### src/design/omv_pkg.sv
// Package for the running mean / variance block: field widths, defaults,
// shared-unit opcodes and the control/status structs between sequencer and unit.
// No dependencies.
package omv_pkg;

  // Channel field widths
  localparam int SAMPLE_W = 32;
  localparam int COUNT_W  = 32;
  localparam int VAR_W    = 64;
  localparam int SIGMA_W  = 32;

  // Parameter defaults
  localparam int SAMPLE_BITS_DEF = 32;
  localparam int COUNT_BITS_DEF  = 32;

  // Step counter of the shared unit, holds up to VAR_W steps
  localparam int STEP_W = 7;

  typedef enum logic {
    OP_DIV,
    OP_SQRT
  } op_t;

  typedef struct packed {
    logic              start;
    op_t               op;
    logic [STEP_W-1:0] steps;
  } unit_ctl_t;

  typedef struct packed {
    logic busy;
    logic done;
  } unit_stat_t;

endpackage

### src/design/omv_if.sv
// Valid/ready channel interfaces for the running mean / variance block.
// Depends on omv_pkg for the field widths.
interface omv_in_if;
  import omv_pkg::*;

  logic                       valid;
  logic                       ready;
  logic signed [SAMPLE_W-1:0] sample;

  modport source (output valid, output sample, input ready);
  modport sink   (input valid, input sample, output ready);
endinterface

interface omv_out_if;
  import omv_pkg::*;

  logic                       valid;
  logic                       ready;
  logic        [COUNT_W-1:0]  count;
  logic signed [SAMPLE_W-1:0] running_mean;
  logic        [VAR_W-1:0]    sample_variance;
  logic        [SIGMA_W-1:0]  sample_sigma;

  modport source (output valid, output count, output running_mean,
                  output sample_variance, output sample_sigma, input ready);
  modport sink   (input valid, input count, input running_mean,
                  input sample_variance, input sample_sigma, output ready);
endinterface

### src/design/omv_iter_unit.sv
// Shared bit-serial unit: restoring division (one quotient bit per cycle)
// and integer square root (one root bit per cycle) on one subtractor.
// Depends on omv_pkg.
module omv_iter_unit #(
  parameter int COUNT_BITS = omv_pkg::COUNT_BITS_DEF
) (
  input  logic                               clk,
  input  logic                               rst_n,
  input  omv_pkg::unit_ctl_t                 ctl,
  input  logic [omv_pkg::VAR_W-1:0]          opnd,
  input  logic [COUNT_BITS-1:0]              divisor,
  output omv_pkg::unit_stat_t                stat,
  output logic [omv_pkg::VAR_W-1:0]          quo,
  output logic [omv_pkg::VAR_W/2-1:0]        root
);
  import omv_pkg::*;

  localparam int ROOT_W = VAR_W / 2;
  localparam int SUB_W  = (COUNT_BITS + 1 > ROOT_W + 3) ? COUNT_BITS + 1 : ROOT_W + 3;

  logic [SUB_W-1:0]      rem_r;
  logic [VAR_W-1:0]      q_r;
  logic [ROOT_W-1:0]     root_r;
  logic [COUNT_BITS-1:0] dvs_r;
  op_t                   op_r;
  logic [STEP_W-1:0]     left_r;
  logic                  busy_r;
  logic                  done_r;

  logic [SUB_W-1:0] sub_a;
  logic [SUB_W-1:0] sub_b;
  logic [SUB_W:0]   diff;
  logic             ge;

  // Operand select for the shared subtractor
  always_comb begin
    if (op_r == OP_SQRT) begin
      sub_a = {rem_r[SUB_W-3:0], q_r[VAR_W-1 -: 2]};
      sub_b = SUB_W'({root_r, 2'b01});
    end else begin
      sub_a = {rem_r[SUB_W-2:0], q_r[VAR_W-1]};
      sub_b = SUB_W'(dvs_r);
    end
    diff = {1'b0, sub_a} - {1'b0, sub_b};
    ge   = ~diff[SUB_W];
  end

  // Load on start, then advance one digit per cycle
  always_ff @(posedge clk) begin
    if (!rst_n) begin
      busy_r <= 1'b0;
      done_r <= 1'b0;
    end else begin
      done_r <= 1'b0;
      if (ctl.start) begin
        busy_r <= 1'b1;
        left_r <= ctl.steps;
        op_r   <= ctl.op;
        dvs_r  <= divisor;
        rem_r  <= '0;
        q_r    <= opnd;
        root_r <= '0;
      end else if (busy_r) begin
        rem_r <= ge ? diff[SUB_W-1:0] : sub_a;
        if (op_r == OP_SQRT) begin
          q_r    <= {q_r[VAR_W-3:0], 2'b00};
          root_r <= {root_r[ROOT_W-2:0], ge};
        end else begin
          q_r <= {q_r[VAR_W-2:0], ge};
        end
        left_r <= left_r - 1'b1;
        if (left_r == STEP_W'(1)) begin
          busy_r <= 1'b0;
          done_r <= 1'b1;
        end
      end
    end
  end

  assign stat.busy = busy_r;
  assign stat.done = done_r;
  assign quo       = q_r;
  assign root      = root_r;

endmodule

### src/design/online_mean_variance.sv
// Running mean and variance by Welford's method, with a bit-serial shared
// divide / square-root unit. Depends on omv_pkg, omv_if and omv_iter_unit.
//
//   Channel   Dir  Fields                                        Transfer
//   in_ch     in   sample (s32, low SAMPLE_BITS used)            valid & ready
//   out_ch    out  count, running_mean, sample_variance, sigma   valid & ready
//
// For each sample the shared unit produces SAMPLE_BITS mean quotient bits and,
// only while the count is above one, also 64 variance quotient bits and 32
// root bits; otherwise the variance and sigma are zero. Around these the
// sequencer steps through its own prepare, multiply, accumulate and start states.
// in_ch.ready is high only while no sample is in flight; a finished result
// sits in the output register, so the next sample is taken while it waits.
// A result still waiting there holds the sequencer in its last state.
// Synchronous active-low reset clears the count, mean, deviation sum and valid.
module online_mean_variance #(
  parameter int SAMPLE_BITS = omv_pkg::SAMPLE_BITS_DEF,
  parameter int COUNT_BITS  = omv_pkg::COUNT_BITS_DEF
) (
  input  logic       clk,
  input  logic       rst_n,
  omv_in_if.sink     in_ch,
  omv_out_if.source  out_ch
);
  import omv_pkg::*;

  localparam logic [COUNT_BITS-1:0] CNT_MAX = '1;

  typedef enum logic [3:0] {
    ST_IDLE,
    ST_PREP,
    ST_DMEAN,
    ST_MULT,
    ST_ACCUM,
    ST_VSTART,
    ST_DVAR,
    ST_SQSTART,
    ST_SQRT,
    ST_DONE
  } state_t;

  state_t                        state_r;
  logic                          out_valid_r;
  logic        [COUNT_BITS-1:0]  cnt_r;
  logic signed [SAMPLE_BITS-1:0] mean_r;
  logic signed [SAMPLE_BITS-1:0] x_r;
  logic        [VAR_W-1:0]       m2_r;
  logic        [VAR_W-1:0]       prod_r;
  logic        [VAR_W-1:0]       var_r;
  logic        [SIGMA_W-1:0]     sig_r;
  logic                          neg_r;
  logic        [SAMPLE_BITS-1:0] dmag_r;
  logic        [SAMPLE_BITS-1:0] d2mag_r;

  logic        [COUNT_W-1:0]     out_cnt_r;
  logic signed [SAMPLE_W-1:0]    out_mean_r;
  logic        [VAR_W-1:0]       out_var_r;
  logic        [SIGMA_W-1:0]     out_sig_r;

  logic [SAMPLE_BITS:0]     delta;
  logic [SAMPLE_BITS:0]     delta_neg;
  logic [SAMPLE_BITS-1:0]   dmag_w;
  logic [SAMPLE_BITS-1:0]   mag_w;
  logic [SAMPLE_BITS:0]     mean_ext;
  logic [SAMPLE_BITS:0]     mean_upd;
  logic [2*SAMPLE_BITS-1:0] prod_w;
  logic [VAR_W:0]           acc_w;
  logic                     out_free;

  unit_ctl_t             unit_ctl;
  unit_stat_t            unit_stat;
  logic [VAR_W-1:0]      unit_opnd;
  logic [COUNT_BITS-1:0] unit_dvs;
  logic [VAR_W-1:0]      unit_quo;
  logic [VAR_W/2-1:0]    unit_root;

  // Datapath helpers
  always_comb begin
    mean_ext  = {mean_r[SAMPLE_BITS-1], mean_r};
    delta     = {x_r[SAMPLE_BITS-1], x_r} - mean_ext;
    delta_neg = -delta;
    dmag_w    = delta[SAMPLE_BITS] ? delta_neg[SAMPLE_BITS-1:0] : delta[SAMPLE_BITS-1:0];
    mag_w     = unit_quo[SAMPLE_BITS-1:0];
    mean_upd  = neg_r ? mean_ext - {1'b0, mag_w} : mean_ext + {1'b0, mag_w};
    prod_w    = dmag_r * d2mag_r;
    acc_w     = {1'b0, m2_r} + {1'b0, prod_r};
    out_free  = !out_valid_r || out_ch.ready;
  end

  // Drive the shared unit
  always_comb begin
    unit_ctl.start = 1'b0;
    unit_ctl.op    = OP_DIV;
    unit_ctl.steps = STEP_W'(VAR_W);
    unit_opnd      = m2_r;
    unit_dvs       = cnt_r - 1'b1;
    case (state_r)
      ST_PREP: begin
        unit_ctl.start = 1'b1;
        unit_ctl.steps = STEP_W'(SAMPLE_BITS);
        unit_opnd      = {dmag_w, {(VAR_W - SAMPLE_BITS){1'b0}}};
        unit_dvs       = cnt_r;
      end
      ST_VSTART: begin
        unit_ctl.start = 1'b1;
      end
      ST_SQSTART: begin
        unit_ctl.start = 1'b1;
        unit_ctl.op    = OP_SQRT;
        unit_ctl.steps = STEP_W'(VAR_W / 2);
        unit_opnd      = var_r;
      end
      default: begin
        unit_ctl.start = 1'b0;
      end
    endcase
  end

  omv_iter_unit #(
    .COUNT_BITS (COUNT_BITS)
  ) u_unit (
    .clk     (clk),
    .rst_n   (rst_n),
    .ctl     (unit_ctl),
    .opnd    (unit_opnd),
    .divisor (unit_dvs),
    .stat    (unit_stat),
    .quo     (unit_quo),
    .root    (unit_root)
  );

  // Sequencer, running state and output register
  always_ff @(posedge clk) begin
    if (!rst_n) begin
      state_r     <= ST_IDLE;
      out_valid_r <= 1'b0;
      cnt_r       <= '0;
      mean_r      <= '0;
      m2_r        <= '0;
    end else begin
      // raise valid on a new result, drop it after a transfer
      if (state_r == ST_DONE && out_free) begin
        out_valid_r <= 1'b1;
      end else if (out_ch.valid && out_ch.ready) begin
        out_valid_r <= 1'b0;
      end
      case (state_r)
        ST_IDLE: begin
          if (in_ch.valid) begin
            x_r <= in_ch.sample[SAMPLE_BITS-1:0];
            if (cnt_r != CNT_MAX) begin
              cnt_r <= cnt_r + 1'b1;
            end
            state_r <= ST_PREP;
          end
        end
        ST_PREP: begin
          neg_r   <= delta[SAMPLE_BITS];
          dmag_r  <= dmag_w;
          state_r <= ST_DMEAN;
        end
        ST_DMEAN: begin
          if (unit_stat.done) begin
            mean_r  <= mean_upd[SAMPLE_BITS-1:0];
            d2mag_r <= dmag_r - mag_w;
            state_r <= ST_MULT;
          end
        end
        ST_MULT: begin
          prod_r  <= VAR_W'(prod_w);
          state_r <= ST_ACCUM;
        end
        ST_ACCUM: begin
          // saturate the deviation sum instead of wrapping
          m2_r <= acc_w[VAR_W] ? {VAR_W{1'b1}} : acc_w[VAR_W-1:0];
          if (cnt_r > COUNT_BITS'(1)) begin
            state_r <= ST_VSTART;
          end else begin
            var_r   <= '0;
            sig_r   <= '0;
            state_r <= ST_DONE;
          end
        end
        ST_VSTART: begin
          state_r <= ST_DVAR;
        end
        ST_DVAR: begin
          if (unit_stat.done) begin
            var_r   <= unit_quo;
            state_r <= ST_SQSTART;
          end
        end
        ST_SQSTART: begin
          state_r <= ST_SQRT;
        end
        ST_SQRT: begin
          if (unit_stat.done) begin
            sig_r   <= SIGMA_W'(unit_root);
            state_r <= ST_DONE;
          end
        end
        ST_DONE: begin
          // hold until the output register is free
          if (out_free) begin
            out_cnt_r   <= COUNT_W'(cnt_r);
            out_mean_r  <= SAMPLE_W'(mean_r);
            out_var_r   <= var_r;
            out_sig_r   <= sig_r;
            state_r     <= ST_IDLE;
          end
        end
        default: begin
          state_r <= ST_IDLE;
        end
      endcase
    end
  end

  assign in_ch.ready            = (state_r == ST_IDLE);
  assign out_ch.valid           = out_valid_r;
  assign out_ch.count           = out_cnt_r;
  assign out_ch.running_mean    = out_mean_r;
  assign out_ch.sample_variance = out_var_r;
  assign out_ch.sample_sigma    = out_sig_r;

`ifndef SYNTHESIS
  a_count_step: assert property (@(posedge clk) disable iff (!rst_n)
    (in_ch.valid && in_ch.ready) |=>
      (cnt_r == $past(cnt_r) + 1'b1) || ($past(cnt_r) == CNT_MAX))
    else $error("count did not advance on a sample transfer");

  a_m2_monotonic: assert property (@(posedge clk) disable iff (!rst_n)
    (state_r == ST_ACCUM) |=> (m2_r >= $past(m2_r)))
    else $error("deviation sum decreased");

  a_unit_free: assert property (@(posedge clk) disable iff (!rst_n)
    unit_ctl.start |-> !unit_stat.busy)
    else $error("shared unit started while busy");

  a_var_zero: assert property (@(posedge clk) disable iff (!rst_n)
    (state_r == ST_DONE && cnt_r <= COUNT_BITS'(1)) |-> (var_r == '0 && sig_r == '0))
    else $error("variance nonzero with count at most one");

  a_root_bound: assert property (@(posedge clk) disable iff (!rst_n)
    (state_r == ST_DONE) |-> ((VAR_W'(sig_r) * VAR_W'(sig_r)) <= var_r))
    else $error("sigma squared exceeds variance");
`endif

endmodule
### src/flat_wrapper.sv
// flat-port wrapper written by rule: the top's interface ports become plain ports
module online_mean_variance_flat import omv_pkg::*;
#(
  parameter int SAMPLE_BITS = omv_pkg::SAMPLE_BITS_DEF,
  parameter int COUNT_BITS  = omv_pkg::COUNT_BITS_DEF
)
  (clk, rst_n, in_ch_valid, in_ch_sample, in_ch_ready, out_ch_valid, out_ch_count, out_ch_running_mean, out_ch_sample_variance, out_ch_sample_sigma, out_ch_ready);
  omv_in_if in_ch_i ();
  omv_out_if out_ch_i ();
  input  logic clk;
  input  logic rst_n;
  input wire logic [$bits(in_ch_i.valid)-1:0] in_ch_valid;
  input wire logic [$bits(in_ch_i.sample)-1:0] in_ch_sample;
  output wire logic [$bits(in_ch_i.ready)-1:0] in_ch_ready;
  output wire logic [$bits(out_ch_i.valid)-1:0] out_ch_valid;
  output wire logic [$bits(out_ch_i.count)-1:0] out_ch_count;
  output wire logic [$bits(out_ch_i.running_mean)-1:0] out_ch_running_mean;
  output wire logic [$bits(out_ch_i.sample_variance)-1:0] out_ch_sample_variance;
  output wire logic [$bits(out_ch_i.sample_sigma)-1:0] out_ch_sample_sigma;
  input wire logic [$bits(out_ch_i.ready)-1:0] out_ch_ready;
  assign in_ch_i.valid = in_ch_valid;
  assign in_ch_i.sample = in_ch_sample;
  assign in_ch_ready = in_ch_i.ready;
  assign out_ch_valid = out_ch_i.valid;
  assign out_ch_count = out_ch_i.count;
  assign out_ch_running_mean = out_ch_i.running_mean;
  assign out_ch_sample_variance = out_ch_i.sample_variance;
  assign out_ch_sample_sigma = out_ch_i.sample_sigma;
  assign out_ch_i.ready = out_ch_ready;
  online_mean_variance #(.SAMPLE_BITS(SAMPLE_BITS), .COUNT_BITS(COUNT_BITS)) u_core (.clk(clk), .rst_n(rst_n), .in_ch(in_ch_i), .out_ch(out_ch_i));
endmodule
### config.mk
export PLATFORM = sky130hd
export DESIGN_NAME = online_mean_variance_flat
export DESIGN_NICKNAME = d
export VERILOG_FILES = /design/src/design/omv_pkg.sv /design/src/design/omv_if.sv /design/src/design/omv_iter_unit.sv /design/src/design/online_mean_variance.sv /design/src/flat_wrapper.sv
export SDC_FILE = /design/constraint.sdc
export NUM_CORES = 2
export LEC_CHECK = 0
export BUFFER_PORTS_ARGS = -buffer_cell sky130_fd_sc_hd__buf_4
export CORE_MARGIN = 2
export CORE_UTILIZATION = 60
export DETAILED_ROUTE_END_ITERATION = 8
export PLACE_DENSITY = 0.88
export SLEW_MARGIN = 0
export SYNTH_ARGS = -nofsm -noshare
export SYNTH_HDL_FRONTEND = slang
export SYNTH_HIERARCHICAL = 1
export SYNTH_SLANG_ARGS = --single-unit
export TNS_END_PERCENT = 1
### constraint.sdc
create_clock -name clk -period 12.95 [get_ports clk]
set_input_delay 1.295 -clock clk [delete_from_list [all_inputs] [get_ports clk]]
set_output_delay 1.295 -clock clk [all_outputs]
set_load 0.01 [all_outputs]
==> results.yml <==
sta:
  finalCritPeriodShare_pct: 73.6
  fmax_ghz: 0.105
  fin_skew_ns: 0.0507
  finalSetupTns_ns: 0
  hold_viol: 0
  worst_slew_pin_slew_ns: 1.29
  hold_slack_ns: 0.417
  layout_min_cycle_time_ns: 9.53
  slew_headroom_pct: 13.8
  rsz0062_at_grt: "no"
  slew_violations: 0
  setup_viol: 0
place:
  port_buffers: 197
  gp_congestion: 0.983
  dp_cells: 8716
  dp_hpwl_mm: 148
  dpl_cell_area_sq_mm: 0.0749
global_route:
  grt_pass1_wl_mm: 316
  grt_max_degree: 135
  antenna_found_initial: 4
  grt_pass1_vias: 57400
  grt.total_usage_pct: 33.2
  overflow: 0
synthesis:
  syn_inst: 7205
  synth-warning-count: 6
  synth_area_per_cell_sq_um: 10.0
  synthesis.area_sq_mm: 0.0721
detailed_routing:
  drc: 0
  drt_pass1_iterations: 6
  postRouteAntennaNets: 0
  vias_per_cell: 6.18
  drtIter0Drc: 5318
  wl_per_cell_um: 22.8
  drt_wl_total_mm: 202
  vias: 54800
setup_path:
  setup.worst_path.class: "flip-flop to flip-flop"
  worst_ep_arrival_time_ns: 9.89
  r2r_start: "u_core/d2mag_r[8]"
  critPathMostFrequentCell: "fa_1"
  slowest_stage: "edfxtp_1"
  cp_max_fo: 32
  slowest_delay_ns: 1.20
  cp-end-kind: "flip-flop"
  cp_cell_sequence: "and2_1 -> fa_1 -> fa_1 -> inv_1 -> fa_1 -> fa_1 -> inv_1 -> fa_1 -> fa_1 -> fa_1 -> fa_1 -> ha_1 -> a21o_1 -> a21o_1 -> a211oi_1 -> o2111ai_1 -> a211oi_2 -> o21ai_1 -> a221o_1 -> a21oi_1 -> nor2_1 -> a41oi_1 -> o21ai_0 -> xor2_1"
  ff2ff_path_depth: 24
  start_kind: "flip-flop"
  cp.required_ns: 13.30
  r2r_slack_ns: 3.42
  r2r-end: "u_core/prod_r[57]"
pwr:
  power.clock.fraction_pct: 12.7
  switching_share_pct: 48.6
  power_density_mw_per_mm2: 236
  leakage_nw: 34.9
  p_int_w: 0.00939
  p_switching_w: 0.00889
  combPwrFrac_pct: 69.8
  power.total_w: 0.0183
  ir_drop_mv: 0.681
  p_seq_share_pct: 17.5
finish:
  area_growth_pct: 7.55
  final_common_cell: "inv_1"
  mostFrequentLayoutCells: "inv_1, fa_1, nand2_1, and2_1, edfxtp_1"
  fillers: 8929
  fin_nets: 8582
  multi_input_area_sq_mm: 0.0467
  fin_area_sq_mm: 0.0776
  final-instance-count-excl-fill: 8860
  regArea_sq_mm: 0.0203
  drive_gt1_share_pct: 7.34
die:
  die_y_um: 351
  dieWidth_um: 351
  die_area_sq_mm: 0.123
  initial_utilization_pct: 60.3
  core_region_area_sq_mm: 0.120
  rows: 127
  io_pins: 198
worst_hold_path:
  hold_start: "u_core/sig_r[28]"
  holdPathStages: 0
  min_to: "u_core/out_ch.sample_sigma[28]"
  hp-class: "flip-flop to flip-flop"
cts:
  clock_latency_ns: 0.66
  h-tree-depth: 3
  cts_hold_buffers: 0
  clkSinkCount: 722
  root_buffer: "clkbuf_16"
  clk_pin_slew_ns: 0.07
  cts_resized: 0
  tritoncts: "yes"
  postCtsSetupRepairBufs: 0
  clockBufferDepth: 3
  cts_buffers: 76
flow_run:
  maxCapViolCount: 0
run_status:
  status: "finished clean"
[through the flow]
step	utilization, %	worst slack, ns
final	64.8	3.42
after global placement	62.6	4.00
after global routing	64.8	3.26
after detailed placement	62.6	3.73
after floorplan	-	4.89
after CTS	64.8	3.68
[state kept, by name, indices dropped and copies added, names as in the netlist, 4 cells and up]
register                       flops
u_core/prod_r                     64
u_core/u_unit/dvs_r               32
u_core/sig_r                      32
u_core/m2_r                       64
u_core/dmag_r                     32
u_core/state_r                     4
u_core/cnt_r                      32
u_core/u_unit/left_r               7
u_core/u_unit/root                32
u_core/mean_r                     32
u_core/x_r                        32
u_core/d2mag_r                    32
u_core/out_ch.running_mean        32
u_core/var_r                      64
u_core/u_unit/rem_r               34
u_core/out_ch.count               32
u_core/out_ch.sample_variance     64
u_core/out_ch.sample_sigma        32
u_core/u_unit/quo                 64
[critical path: cells and delay by family (launching register included)]
family	cells	cell delay (ns)
flops	1	1.20
fa+ha+maj	9	4.42
buf+inv	2	0.12
simple gates	2	0.37
compound gates	10	2.93
xor+xnor	1	0.16
[power by group through the flow]
stage | combinational [W] | clock (W) | sequential, W
after CTS | 0.0124 | 0.00235 | 0.00319
after global routing | 0.0136 | 0.00243 | 0.00320
final | 0.0128 | 0.00233 | 0.00319
after floorplan | 0.00868 | 0 | 0.00321
after global placement | 0.0121 | 0 | 0.00324
after detailed placement | 0.0123 | 0 | 0.00324
[worst max path at each step]
stage | start | endpoint | cells past startpoint
finish | u_core/d2mag_r[8] | u_core/prod_r[57] | 24
global route | u_core/d2mag_r[8] | u_core/prod_r[57] | 24
CTS | u_core/d2mag_r[8] | u_core/prod_r[57] | 24
detailed placement | u_core/d2mag_r[8] | u_core/prod_r[57] | 24
global placement | u_core/d2mag_r[8] | u_core/prod_r[62] | 24
floorplan | rst_n | u_core/prod_r[0] | 2
[area by class of cell]
| cell class | instances | share of cell area [%] |
|---|---|---|
| Multi-Input combinational cell | 5124 | 60.2 |
| Sequential cell | 722 | 26.2 |
| Inverter | 973 | 4.71 |
| Timing Repair Buffer | 286 | 2.80 |
| Clock buffer | 101 | 2.76 |
| Tap cell | 1612 | 2.60 |
| Clock inverter | 41 | 0.687 |
| Antenna cell | 1 | 0.00323 |
[routing by layer]
metal,track usage (%),vias to the layer above,routed length (um)
met1,39.7,27100,70900
met2,54.5,3141,95600
met5,0,-,13
met4,21.8,2,15800
met3,6.91,944,19200
li1,-,23700,-
Note: power is estimated with default switching activity, not from simulation.
